### src/hw/rtl/xtte_pkg.sv
package xtte_pkg;

  localparam int unsigned LENGTH_BITS_DEF = 16;

  localparam logic [2:0] REPORT_ENABLE_RST = 3'd7;
  localparam logic [7:0] DATE_KEEP_RST     = 8'd17;

  localparam logic CFG_REPORT_ENABLE = 1'b0;
  localparam logic CFG_DATE_KEEP     = 1'b1;

  localparam logic OP_BYTE    = 1'b0;
  localparam logic OP_RESTART = 1'b1;

  localparam logic [1:0] KIND_DATE  = 2'd0;
  localparam logic [1:0] KIND_TITLE = 2'd1;
  localparam logic [1:0] KIND_DESC  = 2'd2;

  localparam logic [7:0] CH_LT  = 8'h3c;
  localparam logic [7:0] CH_GT  = 8'h3e;
  localparam logic [7:0] CH_AMP = 8'h26;

  typedef enum logic [3:0] {
    PH_INIT        = 4'd0,
    PH_WAIT_LT     = 4'd1,
    PH_FIRST       = 4'd2,
    PH_MATCH_DATE  = 4'd3,
    PH_MATCH_TITLE = 4'd4,
    PH_MATCH_DESC  = 4'd5,
    PH_TEXT_DATE   = 4'd6,
    PH_TEXT_TITLE  = 4'd7,
    PH_TEXT_DESC   = 4'd8
  } phase_t;

  typedef struct packed {
    phase_t     phase;
    logic [3:0] kw_pos;
  } parse_st_t;

  typedef struct packed {
    logic       valid;
    logic [1:0] text_kind;
    logic [7:0] content_byte;
    logic       end_of_text;
  } result_t;

  // keyword character at a position; zero past the end never matches
  function automatic logic [7:0] kw_char(phase_t phase, logic [3:0] pos);
    logic [7:0] c;
    c = 8'h00;
    case (phase)
      PH_MATCH_DATE: begin
        case (pos)
          4'd0: c = "p";
          4'd1: c = "u";
          4'd2: c = "b";
          4'd3: c = "D";
          4'd4: c = "a";
          4'd5: c = "t";
          4'd6: c = "e";
          4'd7: c = CH_GT;
          default: c = 8'h00;
        endcase
      end
      PH_MATCH_TITLE: begin
        case (pos)
          4'd0: c = "t";
          4'd1: c = "i";
          4'd2: c = "t";
          4'd3: c = "l";
          4'd4: c = "e";
          4'd5: c = CH_GT;
          default: c = 8'h00;
        endcase
      end
      default: begin
        case (pos)
          4'd0:  c = "d";
          4'd1:  c = "e";
          4'd2:  c = "s";
          4'd3:  c = "c";
          4'd4:  c = "r";
          4'd5:  c = "i";
          4'd6:  c = "p";
          4'd7:  c = "t";
          4'd8:  c = "i";
          4'd9:  c = "o";
          4'd10: c = "n";
          4'd11: c = CH_GT;
          default: c = 8'h00;
        endcase
      end
    endcase
    return c;
  endfunction

endpackage

### src/hw/rtl/xtte_step.sv
module xtte_step #(
  parameter int unsigned LENGTH_BITS = xtte_pkg::LENGTH_BITS_DEF
) (
  input  xtte_pkg::parse_st_t   st_i,
  input  logic [LENGTH_BITS-1:0] len_i,
  input  logic                   opcode,
  input  logic [7:0]             text_byte,
  input  logic [2:0]             report_enable,
  input  logic [7:0]             date_keep_length,
  output xtte_pkg::parse_st_t   st_nxt,
  output logic [LENGTH_BITS-1:0] len_nxt,
  output xtte_pkg::result_t     res
);

  logic [1:0]             kind;
  logic                   in_text;
  logic                   enabled;
  logic                   term;
  logic                   nonempty;
  logic                   date_over;
  logic [LENGTH_BITS-1:0] len_inc;

  always_comb begin
    in_text = 1'b1;
    kind    = xtte_pkg::KIND_DATE;
    case (st_i.phase)
      xtte_pkg::PH_TEXT_DATE:  kind = xtte_pkg::KIND_DATE;
      xtte_pkg::PH_TEXT_TITLE: kind = xtte_pkg::KIND_TITLE;
      xtte_pkg::PH_TEXT_DESC:  kind = xtte_pkg::KIND_DESC;
      default:                 in_text = 1'b0;
    endcase
  end

  assign enabled   = report_enable[kind];
  assign term      = (text_byte == xtte_pkg::CH_LT) ||
                     (kind == xtte_pkg::KIND_DESC && text_byte == xtte_pkg::CH_AMP);
  assign nonempty  = (len_i != '0) &&
                     !(kind == xtte_pkg::KIND_DATE && date_keep_length == 8'd0);
  assign date_over = (kind == xtte_pkg::KIND_DATE) &&
                     (len_i >= LENGTH_BITS'(date_keep_length));
  // saturating count of text bytes
  assign len_inc   = (len_i == '1) ? len_i : len_i + LENGTH_BITS'(1);

  // next state
  always_comb begin
    st_nxt  = st_i;
    len_nxt = len_i;
    if (opcode == xtte_pkg::OP_RESTART) begin
      st_nxt.phase  = xtte_pkg::PH_INIT;
      st_nxt.kw_pos = 4'd0;
      len_nxt       = '0;
    end else begin
      unique case (st_i.phase)
        xtte_pkg::PH_INIT: st_nxt.phase = xtte_pkg::PH_WAIT_LT;
        xtte_pkg::PH_WAIT_LT: begin
          if (text_byte == xtte_pkg::CH_LT) st_nxt.phase = xtte_pkg::PH_FIRST;
        end
        xtte_pkg::PH_FIRST: begin
          st_nxt.kw_pos = 4'd1;
          if (text_byte == "p") st_nxt.phase = xtte_pkg::PH_MATCH_DATE;
          else if (text_byte == "t") st_nxt.phase = xtte_pkg::PH_MATCH_TITLE;
          else if (text_byte == "d") st_nxt.phase = xtte_pkg::PH_MATCH_DESC;
          else begin
            st_nxt.phase  = xtte_pkg::PH_WAIT_LT;
            st_nxt.kw_pos = 4'd0;
          end
        end
        xtte_pkg::PH_MATCH_DATE, xtte_pkg::PH_MATCH_TITLE,
        xtte_pkg::PH_MATCH_DESC: begin
          if (text_byte != xtte_pkg::kw_char(st_i.phase, st_i.kw_pos)) begin
            st_nxt.phase  = xtte_pkg::PH_WAIT_LT;
            st_nxt.kw_pos = 4'd0;
          end else if (text_byte == xtte_pkg::CH_GT) begin
            st_nxt.kw_pos = 4'd0;
            len_nxt       = '0;
            case (st_i.phase)
              xtte_pkg::PH_MATCH_DATE:  st_nxt.phase = xtte_pkg::PH_TEXT_DATE;
              xtte_pkg::PH_MATCH_TITLE: st_nxt.phase = xtte_pkg::PH_TEXT_TITLE;
              default:                  st_nxt.phase = xtte_pkg::PH_TEXT_DESC;
            endcase
          end else begin
            st_nxt.kw_pos = st_i.kw_pos + 4'd1;
          end
        end
        xtte_pkg::PH_TEXT_DATE, xtte_pkg::PH_TEXT_TITLE,
        xtte_pkg::PH_TEXT_DESC: begin
          if (term) begin
            st_nxt.phase = xtte_pkg::PH_WAIT_LT;
            len_nxt      = '0;
          end else begin
            len_nxt = len_inc;
          end
        end
        default: begin
          st_nxt.phase  = xtte_pkg::PH_WAIT_LT;
          st_nxt.kw_pos = 4'd0;
        end
      endcase
    end
  end

  // result
  always_comb begin
    res.valid        = 1'b0;
    res.text_kind    = kind;
    res.content_byte = text_byte;
    res.end_of_text  = 1'b0;
    if (opcode == xtte_pkg::OP_BYTE && in_text && enabled) begin
      if (term) begin
        res.valid        = nonempty;
        res.content_byte = 8'h00;
        res.end_of_text  = 1'b1;
      end else begin
        res.valid = !date_over;
      end
    end
  end

endmodule

### src/hw/rtl/xml_tag_text_extractor.sv
// channel | direction | handshake         | payload
// in      | input     | in_valid/in_stall  | in_opcode, in_text_byte
// out     | output    | out_valid/out_stall| out_text_kind, out_content_byte, out_end_of_text
// cfg     | input     | cfg_valid/cfg_ready| cfg_index, cfg_data
// one byte per cycle sustained while out_stall is not holding a waiting result; a byte
// is held in the input register and its result is written into the output register
// when the byte advances, which raises out_valid.
// the parse step is a single pass of the tag matcher between those registers.
// rst_n (synchronous) clears the parser to its initial state and the registers
// to their defaults. out_stall holds the output register; the input register
// still takes a byte while a result waits, and in_stall rises only when both are full.
module xml_tag_text_extractor #(
  parameter int unsigned LENGTH_BITS = xtte_pkg::LENGTH_BITS_DEF
) (
  input  logic       clk,
  input  logic       rst_n,
  input  logic       in_valid,
  output logic       in_stall,
  input  logic       in_opcode,
  input  logic [7:0] in_text_byte,
  output logic       out_valid,
  input  logic       out_stall,
  output logic [1:0] out_text_kind,
  output logic [7:0] out_content_byte,
  output logic       out_end_of_text,
  input  logic       cfg_valid,
  output logic       cfg_ready,
  input  logic       cfg_index,
  input  logic [7:0] cfg_data
);

  logic                   s1_valid_r;
  logic                   s1_op_r;
  logic [7:0]             s1_byte_r;
  xtte_pkg::parse_st_t    st_r;
  xtte_pkg::parse_st_t    st_nxt;
  logic [LENGTH_BITS-1:0] len_r;
  logic [LENGTH_BITS-1:0] len_nxt;
  xtte_pkg::result_t      res;
  logic                   out_valid_r;
  logic [1:0]             out_kind_r;
  logic [7:0]             out_byte_r;
  logic                   out_eot_r;
  logic [2:0]             report_enable_r;
  logic [7:0]             date_keep_r;
  logic                   out_free;
  logic                   adv;
  logic                   in_take;

  xtte_step #(
    .LENGTH_BITS(LENGTH_BITS)
  ) u_step (
    .st_i             (st_r),
    .len_i            (len_r),
    .opcode           (s1_op_r),
    .text_byte        (s1_byte_r),
    .report_enable    (report_enable_r),
    .date_keep_length (date_keep_r),
    .st_nxt           (st_nxt),
    .len_nxt          (len_nxt),
    .res              (res)
  );

  assign out_free = !out_valid_r || !out_stall;
  // a request with no result never waits on the output side
  assign adv      = s1_valid_r && (!res.valid || out_free);
  assign in_stall = s1_valid_r && !adv;
  assign in_take  = in_valid && !in_stall;

  assign cfg_ready        = 1'b1;
  assign out_valid        = out_valid_r;
  assign out_text_kind    = out_kind_r;
  assign out_content_byte = out_byte_r;
  assign out_end_of_text  = out_eot_r;

  always_ff @(posedge clk) begin
    if (!rst_n) begin
      s1_valid_r      <= 1'b0;
      out_valid_r     <= 1'b0;
      st_r.phase      <= xtte_pkg::PH_INIT;
      st_r.kw_pos     <= 4'd0;
      len_r           <= '0;
      report_enable_r <= xtte_pkg::REPORT_ENABLE_RST;
      date_keep_r     <= xtte_pkg::DATE_KEEP_RST;
    end else begin
      if (in_take) s1_valid_r <= 1'b1;
      else if (adv) s1_valid_r <= 1'b0;

      if (adv) begin
        st_r  <= st_nxt;
        len_r <= len_nxt;
      end

      if (adv && res.valid) out_valid_r <= 1'b1;
      else if (!out_stall) out_valid_r <= 1'b0;

      if (cfg_valid && cfg_ready) begin
        if (cfg_index == xtte_pkg::CFG_REPORT_ENABLE) report_enable_r <= cfg_data[2:0];
        else date_keep_r <= cfg_data;
      end
    end
  end

  always_ff @(posedge clk) begin
    if (in_take) begin
      s1_op_r   <= in_opcode;
      s1_byte_r <= in_text_byte;
    end
    if (adv && res.valid) begin
      out_kind_r <= res.text_kind;
      out_byte_r <= res.content_byte;
      out_eot_r  <= res.end_of_text;
    end
  end

endmodule

### config.mk
export PLATFORM = sky130hd
export DESIGN_NAME = xml_tag_text_extractor
export DESIGN_NICKNAME = d
export VERILOG_FILES = /design/src/hw/rtl/xtte_pkg.sv /design/src/hw/rtl/xtte_step.sv /design/src/hw/rtl/xml_tag_text_extractor.sv
export SDC_FILE = /design/constraint.sdc
export NUM_CORES = 1
export LEC_CHECK = 0
export BUFFER_PORTS_ARGS = -buffer_cell sky130_fd_sc_hd__buf_2
export CAP_MARGIN = 0
export CORE_ASPECT_RATIO = 1.1
export CORE_UTILIZATION = 45
export CTS_BUF_LIST = sky130_fd_sc_hd__clkbuf_4 sky130_fd_sc_hd__clkbuf_8 sky130_fd_sc_hd__clkbuf_16
export CTS_CLUSTER_DIAMETER = 60
export DETAILED_ROUTE_END_ITERATION = 16
export SLEW_MARGIN = 0
export SYNTH_ARGS = -nofsm -noshare
export SYNTH_HDL_FRONTEND = slang
export SYNTH_HIERARCHICAL = 1
export SYNTH_SLANG_ARGS = --single-unit
export TNS_END_PERCENT = 10
### constraint.sdc
create_clock -name clk -period 3.5 [get_ports clk]
set_input_delay 0.35 -clock clk [delete_from_list [all_inputs] [get_ports clk]]
set_output_delay 0.35 -clock clk [all_outputs]
set_load 0.005 [all_outputs]
; Word-level counts from Yosys, hierarchy flattened
; Memories as Yosys holds them, arrays and structs flattened. A register that Yosys moved wholly into a read port is not among the register bits.
; Cells that the tools add are included.
[op_classes]
addsub = 2
magnitude_cmp = 2
n_eq_ne = 30
mux = 42
n_bitwise = 2
reduce_logical = 36
[op_table]
columns = cell, n
row1 = 2-to-1 mux 16 bit, 5
row2 = 2-to-1 mux 4 bit, 10
row3 = 2-to-1 mux 8 bit, 5
row4 = case mux 7 bit (5 select lines), 1
row5 = case mux 16 bit (2 select lines), 1
row6 = == test 4 x 3 -> 1 bit (second input constant), 6
row7 = == test 8 x 6 -> 1 bit (second input constant), 3
row8 = == test 8 x 7 -> 1 bit (second input constant), 3
row9 = 2-to-1 mux 9 bit, 2
row10 = adder 16 x 1 -> 16 bit (second input constant), 1
row11 = == test 16 bit (second input constant), 1
row12 = == test 4 x 2 -> 1 bit (second input constant), 4
row13 = >= comparator 16 x 8 -> 1 bit, 1
row14 = case mux 4 bit (4 select lines), 1
row15 = case mux 8 bit (2 select lines), 1
row16 = nonzero test 16 bit, 1
row17 = case mux 4 bit (3 select lines), 1
row18 = logical AND 1 bit, 10
row19 = 2-to-1 mux 1 bit, 9
row20 = 2-to-1 mux 3 bit, 3
row21 = == test 4 x 1 -> 1 bit (second input constant), 2
row22 = zero test 4 bit, 2
row23 = zero test 8 bit, 1
row24 = inequality test 8 bit, 1
row25 = 25 further kinds, 39
[totals]
regBits = 57
romBits = 168
input_bits = 23
wordCells = 128
n_memories = 2
[mem_list]
columns = memory, words, word_bits, rd, rd_ports_with_merged_regs, wr, line
row1 = (no name shown), 16, 7, 1, 1, 0, xtte_pkg.sv:76  ; case (pos)
row2 = (no name shown), 8, 7, 1, 1, 0, xtte_pkg.sv:52  ; case (pos)

; Depth between registers and ports, before layout
; Gate-level depths: netlist of the first run.
[logic_depth]
depth_word = 16
depth_mapped = 15
ltp_nobuf = 13

; Cells and area by module
; The synthesis of the first run kept the hierarchy.
[modules_own_cells]
columns = mod, instances, cells_per_inst, area_per_inst_um2, seq_area_each_um2
row1 = xtte_step, 1, 347, 2220.9, 0.0
row2 = xml_tag_text_extractor, 1, 183, 2074.5, 1341.3

; Worst setup path before layout of the first run
; Ideal clock, no wire load.
[synth_timing]
path_type = reg-to-reg
start = register st_r[2] (netlist bit)
end = register len_r[15]
setup_time_ps = 72
t_arrival_ps = 2926
path_slack_ps = 503
stages_incl_launch_ff = 16
synth_period_minus_slack_ps = 2997
path_cell_list = dfxtp_1 > clkbuf_1 > buf_2 > inv_1 > ha_1 > nand2b_1 > o31a_1 > a221oi_1 > xnor2_1 > nor4_2 > a32oi_2 > a21oi_2 > buf_6 > a221oi_2 > nand2_1 > mux2i_1
[synth_via]
elab_chain_cells = 9
word_cells_on_any_way = 14
cone_classes = eq/ne: 7 / mux: 4 / reduce/logical: 3
[synth_lines]
columns = element, line
row1 = start: declaration, xml_tag_text_extractor.sv:35  ; xtte_pkg::parse_st_t st_r;
row2 = start signal: assignment, xml_tag_text_extractor.sv:90  ; st_r <= st_nxt;
row3 = == test 4 x 2 -> 1 bit or zero test 4 bit (tied branches), xtte_pkg.sv:65  ; case (pos)
row4 = OR reduction 2 bit (no source line), --
row5 = case mux 7 bit (5 select lines) *, xtte_pkg.sv:65
row6 = case mux 8 bit (2 select lines) *, xtte_pkg.sv:50  ; case (phase)
row7 = 2-to-1 mux 8 bit *, xtte_step.sv:53  ; unique case (st_i.phase)
row8 = 2-to-1 mux 8 bit *, xtte_step.sv:48  ; if (opcode == xtte_pkg::OP_RESTART) begin
row9 = inequality test 8 bit *, xtte_step.sv:70  ; if (text_byte != xtte_pkg::kw_char(st_i.phase, st_i.kw_pos)) begin
row10 = inequality test 3 bit (no source line) *, --
row11 = AND reduction 5 bit (no source line) *, --
row12 = end signal: assignment, xml_tag_text_extractor.sv:91  ; len_r <= len_nxt;
row13 = end: declaration, xml_tag_text_extractor.sv:37  ; logic [LENGTH_BITS-1:0] len_r;
; Mark *: on every way between the ends. The rest lies on a longest branch, timed or not. The select of a mux whose other input is x is not followed.
; A chain may end at the register's enable or synchronous reset.

==> results of run 1 <==
metrics by stage:
stage          instance area [um2]  instances  hold WS (ns)
6_report                      4880        691         0.179
5_1_grt                       4880        691         0.164
4_1_cts                       4870        690         0.167
3_5_place_dp                  4640        674         0.472
3_3_place_gp                  4640        674         0.466
2_1_floorplan                 4300        530         0.444
worst max-delay path, cell delays in order (launching register included):
cell and delay, ns:
dfxtp_4 0.34, inv_1 0.05, ha_1 0.26, nand2b_1 0.14, a21o_1 0.18, a21o_1 0.17
a21o_1 0.17, a21o_1 0.17, a21o_1 0.18, a2111oi_4 0.30, o41a_1 0.27, nand2_1 0.11
nor2_2 0.17, buf_2 0.14
where the power goes:
group	switching (mW)	leakage [nW]	total (mW)	internal, mW
sequential	0.0184	0.481	0.720	0.701
combinational	0.0641	1.27	0.111	0.0473
clock	0.299	0.100	0.634	0.334
per-layer routing:
metal  routed length, um  global-route usage  part of all wire
met1                4700               0.288              0.44
met2                5270               0.379              0.50
met3                 448              0.0409             0.042
met4                 142              0.0736             0.013
met5                   0                   0                 0
state kept, by name (all words and copies together), names as in the netlist:
name and cells:
out_valid 1, s1_valid_r 1, out_text_kind 2, s1_op_r 1, out_end_of_text 1, date_keep_r 8
len_r 16, report_enable_r 3, st_r 8, s1_byte_r 8, out_content_byte 8
placed cells by master (no fill, tap or decap), drive strengths merged, types with 3 or more instances in the layout:
cell	n
nand3	12
ha	20
nor4	8
a21oi	28
dfxtp	37
a211oi	11
a2111oi	4
edfxtp	20
nor4b	3
nor3	15
nor2b	14
a21boi	7
nand4	3
a221oi	4
nand2	99
o21bai	3
buf	62
and2	4
clkinv	3
o21ai	15
o2111ai	5
inv	26
o21a	6
mux2i	30
o22ai	3
and3	10
xor2	3
nand2b	13
o31a	3
nand3b	3
a31oi	9
a22oi	4
xnor2	4
or2	5
a21o	10
nor2	29
clkbuf	9
cells by family after synthesis:
kind of cell             synth area share
AO/OA/AOI/OAI                       0.222
XOR/XNOR                           0.0143
adder cells (fa/ha/maj)            0.0583
buffers and inverters              0.0629
flip-flops                          0.312
multiplexers                       0.0699
other                            0.000873
AND/OR/NAND/NOR                     0.260
how the worst min path moves through the flow:
stage	end	slack, ns	cells past startpoint
6_report	s1_byte_r[3]	0.18	1
5_1_grt	s1_byte_r[1]	0.16	1
4_1_cts	s1_byte_r[3]	0.17	1
3_5_place_dp	report_enable_r[1]	0.47	2
3_3_place_gp	report_enable_r[0]	0.47	2
2_1_floorplan	report_enable_r[0]	0.44	2
final cells by class:
| cell class | count | area, um2 | area share |
|---|---|---|---|
| clock inverter | 7 | 77.6 | 0.0159 |
| tap | 117 | 146 | 0.0300 |
| multi-input combinational | 415 | 2710 | 0.555 |
| timing repair buffer | 62 | 390 | 0.0800 |
| clock buffer | 9 | 124 | 0.0254 |
| inverter | 24 | 90.1 | 0.0185 |
| sequential | 57 | 1350 | 0.276 |
what timing repair did:
item / 4_1_cts / 5_1_grt
pin swaps: 1 / 6
resized for setup: 5 / 1
buffers inserted: 0 / 1
setup endpoints to repair: 1 / 1
==> results.md, run 1 <==
- Worst Reg-to-Reg Cells: 13
- Hold_sp: in_text_byte[3]
- Yosys top cell area share: 0.172
- ANT nets after route: 0
- Max Slew Vio Count: 0
- Drt pass-1 iters: 5
- Chip width: 95.2 um
- FF-to-FF End: st_r[7]
- Residual DRC: 0
- Worst min path class: input pin to flop
- Leakage: 1.85 nW
- Antenna violations before repair: 0
- CP endpoint: in_stall
- Setup_tns: 0 ns
- Syn Std Cell Area: 4300 um2
- Die area: 9940 um2
- Async set-reset flop share out of synthesis: 0
- Post-place setup slack: 0.182 ns
- Starting Density: 0.462
- Req. time, crit path: 3.15 ns
- Post-Syn Nets: 573
- First-pass GRT wire length: 17900 um
- Clock Latency Late Sink: 0.34 ns
- Post-synth EDFFs: 20
- Dominant cell type by area after synthesis: dfxtp_1
- Worst Setup Start Kind: flop
- Fillers: 913
- Post-route minimum period: 3.35 ns
- Main synth FF type: dfxtp_1
- Pin count of the biggest net entering global routing: 62
- WL per Instance: 15.3 um
- CTS Sinks: 57
- DR iter-0 viols: 201
- WS Path Type: flop to output pin
- CTS root buf: clkbuf_8
- Chip Height: 104 um
- I/O Pins: 37
- Layout cell share with drive strength beyond 1: 0.174
- Clock buffer depth: 2
- VDD IR max: 0.252 mV
- Sequential share of the synthesized area: 0.312
- Most frequent cell after synthesis: nand2_1
- Slew margin rel.: 0.341
- CTS tree: yes
- I/O Buffers: 35
- Tcrit/Tclk final: 0.957
- Syn Inst Count: 530
- Via Count: 4016
- Status: finished, final reports clean
- Hold-fix buffers, CTS: 0
- Critical path endpoint category: output pin
- Vias in the first global route: 3786
- Crit path max fanout: 3
- Core footprint: 9310 um2
- Pwr dens: 300 nW/um2
- Cts bufs inserted: 9
- Final hold vios: 0
- Ant diodes: 0
- Nets: 612
- GRT Resource Usage Total: 0.226
- Avg Inst Size Synth: 8.10 um2
- Gp weighted congestion: 0.871
- Distinct cell type count after synthesis: 73
- R2R Path Start: st_r[0]
- Reg-to-reg slack, setup: 0.29 ns
- Overall power: 1.46 mW
- HPWL after DPL: 7520 um
- Measured slew at the worst slew-check pin: 0.988 ns
- Max-cap viol count: 0
- Achievable clock frequency: 0.298 GHz
- Synth-to-Final Area Change: 13.6%
- Fin Clk Skew: 0.0103 ns
- Worst Setup Slack, final: 0.149 ns
- Rows: 37
- Top post-synthesis cells by area: dfxtp_1 17%, edfxtp_1 14%, nand2_1 8.7%, mux2i_1 7.0%, ha_1 5.8%
- Drt via density: 5.81
- H-tree depth: 3
- Clk slew on worst S/H paths: 0.08 ns
- Commonest cells post-synth: 99 x nand2_1, 37 x dfxtp_1, 30 x mux2i_1
- Critical path arrival: 3.00 ns
- RSZ-0062 raised after global routing: false
- # setup viols final: 0
- Yosys warnings: 6
- Critical Path Source: len_r[0]
- Total grt overflow: 0
- #FFs+latches synth: 57
- Final core utilization: 0.524
- Routed WL: 10600 um
Note: power is estimated with default switching activity, not from simulation.
==> run 2: changes to the inputs <==
==> constraint.sdc (replaced) <==
create_clock -name clk -period 4.1 [get_ports clk]
set_input_delay 0.41 -clock clk [delete_from_list [all_inputs] [get_ports clk]]
set_output_delay 0.41 -clock clk [all_outputs]
set_load 0.005 [all_outputs]
==> results.md, run 2 (synthesis results as in run 1) <==
- ANT nets after route: 0
- Crit path max fanout: 6
- Leakage: 1.77 nW
- Final core utilization: 0.509
- Gp weighted congestion: 0.857
- Ant diodes: 0
- Critical path arrival: 3.35 ns
- I/O Buffers: 35
- Clk slew on worst S/H paths: 0.08 ns
- Max Slew Vio Count: 0
- Worst Setup Start Kind: flop
- Final hold vios: 0
- Status: finished, final reports clean
- Most frequent cells in the layout: 99 x nand2_1, 37 x dfxtp_1, 35 x buf_2
- Fillers: 912
- Clock buffer depth: 2
- H-tree depth: 3
- Synth-to-Final Area Change: 10.3%
- Fin cells: 675
- VDD IR max: 0.133 mV
- First-pass GRT wire length: 17600 um
- Routed WL: 10500 um
- Tcrit/Tclk final: 0.917
- Slew margin rel.: 0.330
- Slowest CP cell: a2111oi_0
- Layout cell share with drive strength beyond 1: 0.143
- Nets: 596
- Residual DRC: 0
- WS Path Type: flop to output pin
- RSZ-0062 raised after global routing: false
- Cts bufs inserted: 9
- Req. time, crit path: 3.69 ns
- Pin count of the biggest net entering global routing: 62
- Clock Latency Late Sink: 0.35 ns
- # setup viols final: 0
- I/O Pins: 37
- Measured slew at the worst slew-check pin: 1.01 ns
- WL per Instance: 15.5 um
- Total grt overflow: 0
- Starting Density: 0.462
- CP dominant cell by count: a21o_1
- Post-route minimum period: 3.76 ns
- Chip width: 95.2 um
- Setup_tns: 0 ns
- DR iter-0 viols: 129
- Vias in the first global route: 3672
- Worst min path class: input pin to flop
- HPWL after DPL: 7290 um
- CTS tree: yes
- Peak-usage layer in the global routing report: met2
- CP max stage delay: 0.50 ns
- Core footprint: 9310 um2
- Die area: 9940 um2
- Max-cap viol count: 0
- CTS Sinks: 57
- M2 GR Usage: 0.363
- Chip Height: 104 um
- Hold-fix buffers, CTS: 0
- CTS root buf: clkbuf_8
- Drt pass-1 iters: 4
- Antenna violations before repair: 0
- Max FFs per register: 16
- Placed Cells: 659
- CTS resizes: 0
- Critical path endpoint category: output pin
- M3 GR Usage: 0.0402
- Fin Clk Skew: 0.0142 ns
- Most flop-heavy register: len_r
- Met1 GRT Util: 0.291
- Pwr dens: 277 nW/um2
- Drt via density: 5.75
- Crit path cell chain: inv_1, ha_1, nand2b_1, a21o_1, a21o_1, a21o_1, a21o_1, a21o_1, a2111oi_0, o41a_1, nand2_1, nor2_1, buf_2
- GRT Resource Usage Total: 0.222
- Rows: 37
- Via Count: 3881
- Achievable clock frequency: 0.266 GHz
- Most common cell after layout, fill and taps aside: nand2_1
- Setup Buffers After CTS: 0
run 2: cell type report:
type	count	area, um2	share of cell area
multi-input cells	415	2680	0.567
clock buffers	9	124	0.0261
well taps	117	146	0.0309
inverters	24	90.1	0.0190
clock inverters	7	93.8	0.0198
flip-flops and latches	57	1340	0.283
repair buffers	46	258	0.0544
run 2: worst paths after layout:
kind                 startpoint                 end  cells past startpoint  slack [ns]
min                   in_opcode             s1_op_r                      1        0.24
max reg2reg             st_r[0]            len_r[0]                     13        0.59
min reg2reg  report_enable_r[0]  report_enable_r[0]                      2        0.48
max                    len_r[0]            in_stall                     13        0.34
run 2: routing by layer:
| layer | share of wire | up-vias | wire length [um] |
|---|---|---|---|
| met5 | 0 | - | 0 |
| met2 | 0.47 | 91 | 4960 |
| met3 | 0.045 | 12 | 471 |
| met1 | 0.47 | 1808 | 4900 |
| li1 | - | 1970 | - |
| met4 | 0.014 | 0 | 142 |
run 2: metrics by stage:
step | instance area, um2 | power (mW) | hold WS, ns | worst slack [ns]
2_1_floorplan | 4300 | 0.694 | 0.444 | 1.10
3_3_place_gp | 4520 | 0.719 | 0.463 | 0.780
3_5_place_dp | 4520 | 0.722 | 0.463 | 0.674
4_1_cts | 4740 | 1.33 | 0.225 | 0.315
5_1_grt | 4740 | 1.37 | 0.217 | 0.142
6_report | 4740 | 1.31 | 0.236 | 0.341
run 2: power by group:
part | internal [mW] | switching [mW] | leakage [nW] | total (mW)
Combinational | 0.0387 | 0.0496 | 1.18 | 0.0882
Clock | 0.342 | 0.258 | 0.107 | 0.601
Sequential | 0.599 | 0.0220 | 0.481 | 0.621
Total | 0.980 | 0.330 | 1.77 | 1.31
run 2: critical path: cells and delay by family, from the launching register on:
family                   cells  cell delay [ns]
flip-flops                   1             0.41
adder cells (fa/ha/maj)      1             0.28
AND/OR/NAND/NOR              3             0.39
buffers and inverters        2             0.24
AO/OA/AOI/OAI                7             1.70
==> run 3: changes to the inputs <==
--- a/config.mk
+++ b/config.mk
@@ -12,6 +12,7 @@
 export CTS_BUF_LIST = sky130_fd_sc_hd__clkbuf_4 sky130_fd_sc_hd__clkbuf_8 sky130_fd_sc_hd__clkbuf_16
 export CTS_CLUSTER_DIAMETER = 60
 export DETAILED_ROUTE_END_ITERATION = 16
+export RECOVER_POWER = 50
 export SLEW_MARGIN = 0
 export SYNTH_ARGS = -nofsm -noshare
 export SYNTH_HDL_FRONTEND = slang
==> results.md, run 3 (synthesis results as in run 1) <==
- Antenna violations before repair: 0
- Fin Clk Skew: 0.0145 ns
- Pwr dens: 277 nW/um2
- Rows: 37
- Tcrit/Tclk final: 0.918
- Setup Buffers After CTS: 0
- CTS tree: yes
- Final core utilization: 0.508
- Via Count: 3879
- WL per Instance: 15.5 um
- Clk slew on worst S/H paths: 0.08 ns
- Pin count of the biggest net entering global routing: 62
- Nets: 596
- Post-route minimum period: 3.76 ns
- Slew margin rel.: -0.604
- Post-route cell area: 4720 um2
- Failing checks: max-capacitance violations, max-slew violations
- Routed WL: 10400 um
- Ant diodes: 0
- Overall power: 1.31 mW
- Max-cap viol count: 1
- CP max stage delay: 0.50 ns
- Hold Slack: 0.237 ns
- Vias in the first global route: 3672
- Status: finished, violations left
- Most flop-heavy register: len_r
- Gp weighted congestion: 0.857
- GRT Resource Usage Total: 0.222
- Cell Area, Placed: 4520 um2
- Crit path cell chain: inv_1, ha_1, nand2b_1, a21o_1, a21o_1, a21o_1, a21o_1, a21o_1, a2111oi_0, o41a_1, nand2_1, nor2_1, buf_2
- Worst Setup Start Kind: flop
- Hold-fix buffers, CTS: 0
- Measured slew at the worst slew-check pin: 2.41 ns
- Core footprint: 9310 um2
- VDD IR max: 0.134 mV
- Area of the multi-input gates: 2680 um2
- Worst min path class: input pin to flop
- Fillers: 914
- Drt via density: 5.75
- Slowest CP cell: a2111oi_0
- Layout cell share with drive strength beyond 1: 0.129
- HPWL after DPL: 7290 um
- Buf+Inv Stages, Crit Path: 2
- I/O Buffers: 35
- Total grt overflow: 0
- Achievable clock frequency: 0.266 GHz
- Setup_tns: 0 ns
- Most common cell after layout, fill and taps aside: nand2_1
- DR iter-0 viols: 130
- Die area: 9940 um2
- Cts bufs inserted: 9
- WS Path Type: flop to output pin
- Leakage: 1.75 nW
- Most frequent cells in the layout: 99 x nand2_1, 37 x dfxtp_1, 30 x mux2i_1
- Final hold vios: 0
- Clock buffer depth: 2
- ANT nets after route: 0
- Chip width: 95.2 um
- Critical path arrival: 3.35 ns
- Critical path endpoint category: output pin
- RSZ-0062 raised after global routing: false
- Residual DRC: 0
- Top Family by Delay on Critical Path: compound AO/OA/AOI/OAI gates
- CTS root buf: clkbuf_8
- Max Slew Vio Count: 62
- Chip Height: 104 um
- # setup viols final: 0
- Drt pass-1 iters: 4
- Req. time, crit path: 3.69 ns
- CTS Sinks: 57
- Clock Latency Late Sink: 0.35 ns
- CP dominant cell by count: a21o_1
- Reg area: 1340 um2
- CTS resizes: 0
- First-pass GRT wire length: 17600 um
- Max FFs per register: 16
- Synth-to-Final Area Change: 9.99%
- H-tree depth: 3
- I/O Pins: 37
- Starting Density: 0.462
- Crit path max fanout: 6
run 3: routing by layer:
layer,global-route usage,part of all wire,routed length (um),vias up
li1,-,-,-,1965
met1,0.291,0.47,4930,1816
met2,0.363,0.47,4950,86
met3,0.0402,0.039,406,12
met4,0.0682,0.014,142,0
met5,0,0,0,-
run 3: final cells by class:
cell class / instances / area share
clock buffers: 9 / 0.0262
clock inverters: 7 / 0.0199
inverters: 24 / 0.0191
multi-input cells: 415 / 0.568
flip-flops and latches: 57 / 0.284
well taps: 117 / 0.0310
repair buffers: 46 / 0.0519
run 3: metrics by stage:
step,setup WS [ns],std cells
floorplan,1.10,530
global placement,0.780,659
detailed placement,0.674,659
CTS,0.315,675
global route,0.112,675
finish,0.336,675
run 3: final timing paths:
kind	startpoint	end	slack (ns)	cells after the start
setup / recovery	len_r[0]	in_stall	0.34	13
setup reg to reg	st_r[0]	len_r[0]	0.55	13
hold reg to reg	report_enable_r[0]	report_enable_r[0]	0.48	2
hold / removal	in_opcode	s1_op_r	0.24	1
run 3: worst reg2reg max path, cell delays in order (launching register included):
cell and delay, ns:
dfxtp_1 0.57, inv_1 0.12, ha_1 0.31, nand2b_1 0.19, a2111oi_0 0.53, a211oi_1 0.17
o211ai_1 0.29, nor4_2 0.09, a32oi_2 0.35, a21oi_2 0.10, buf_4 0.20, a311oi_1 0.28
nand2_1 0.08, mux2i_1 0.20
run 3: where the power goes:
part / internal [mW] / total (mW) / switching, mW
logic: 0.0384 / 0.0879 / 0.0495
registers: 0.599 / 0.621 / 0.0220
clock network: 0.342 / 0.601 / 0.259
total: 0.980 / 1.31 / 0.330
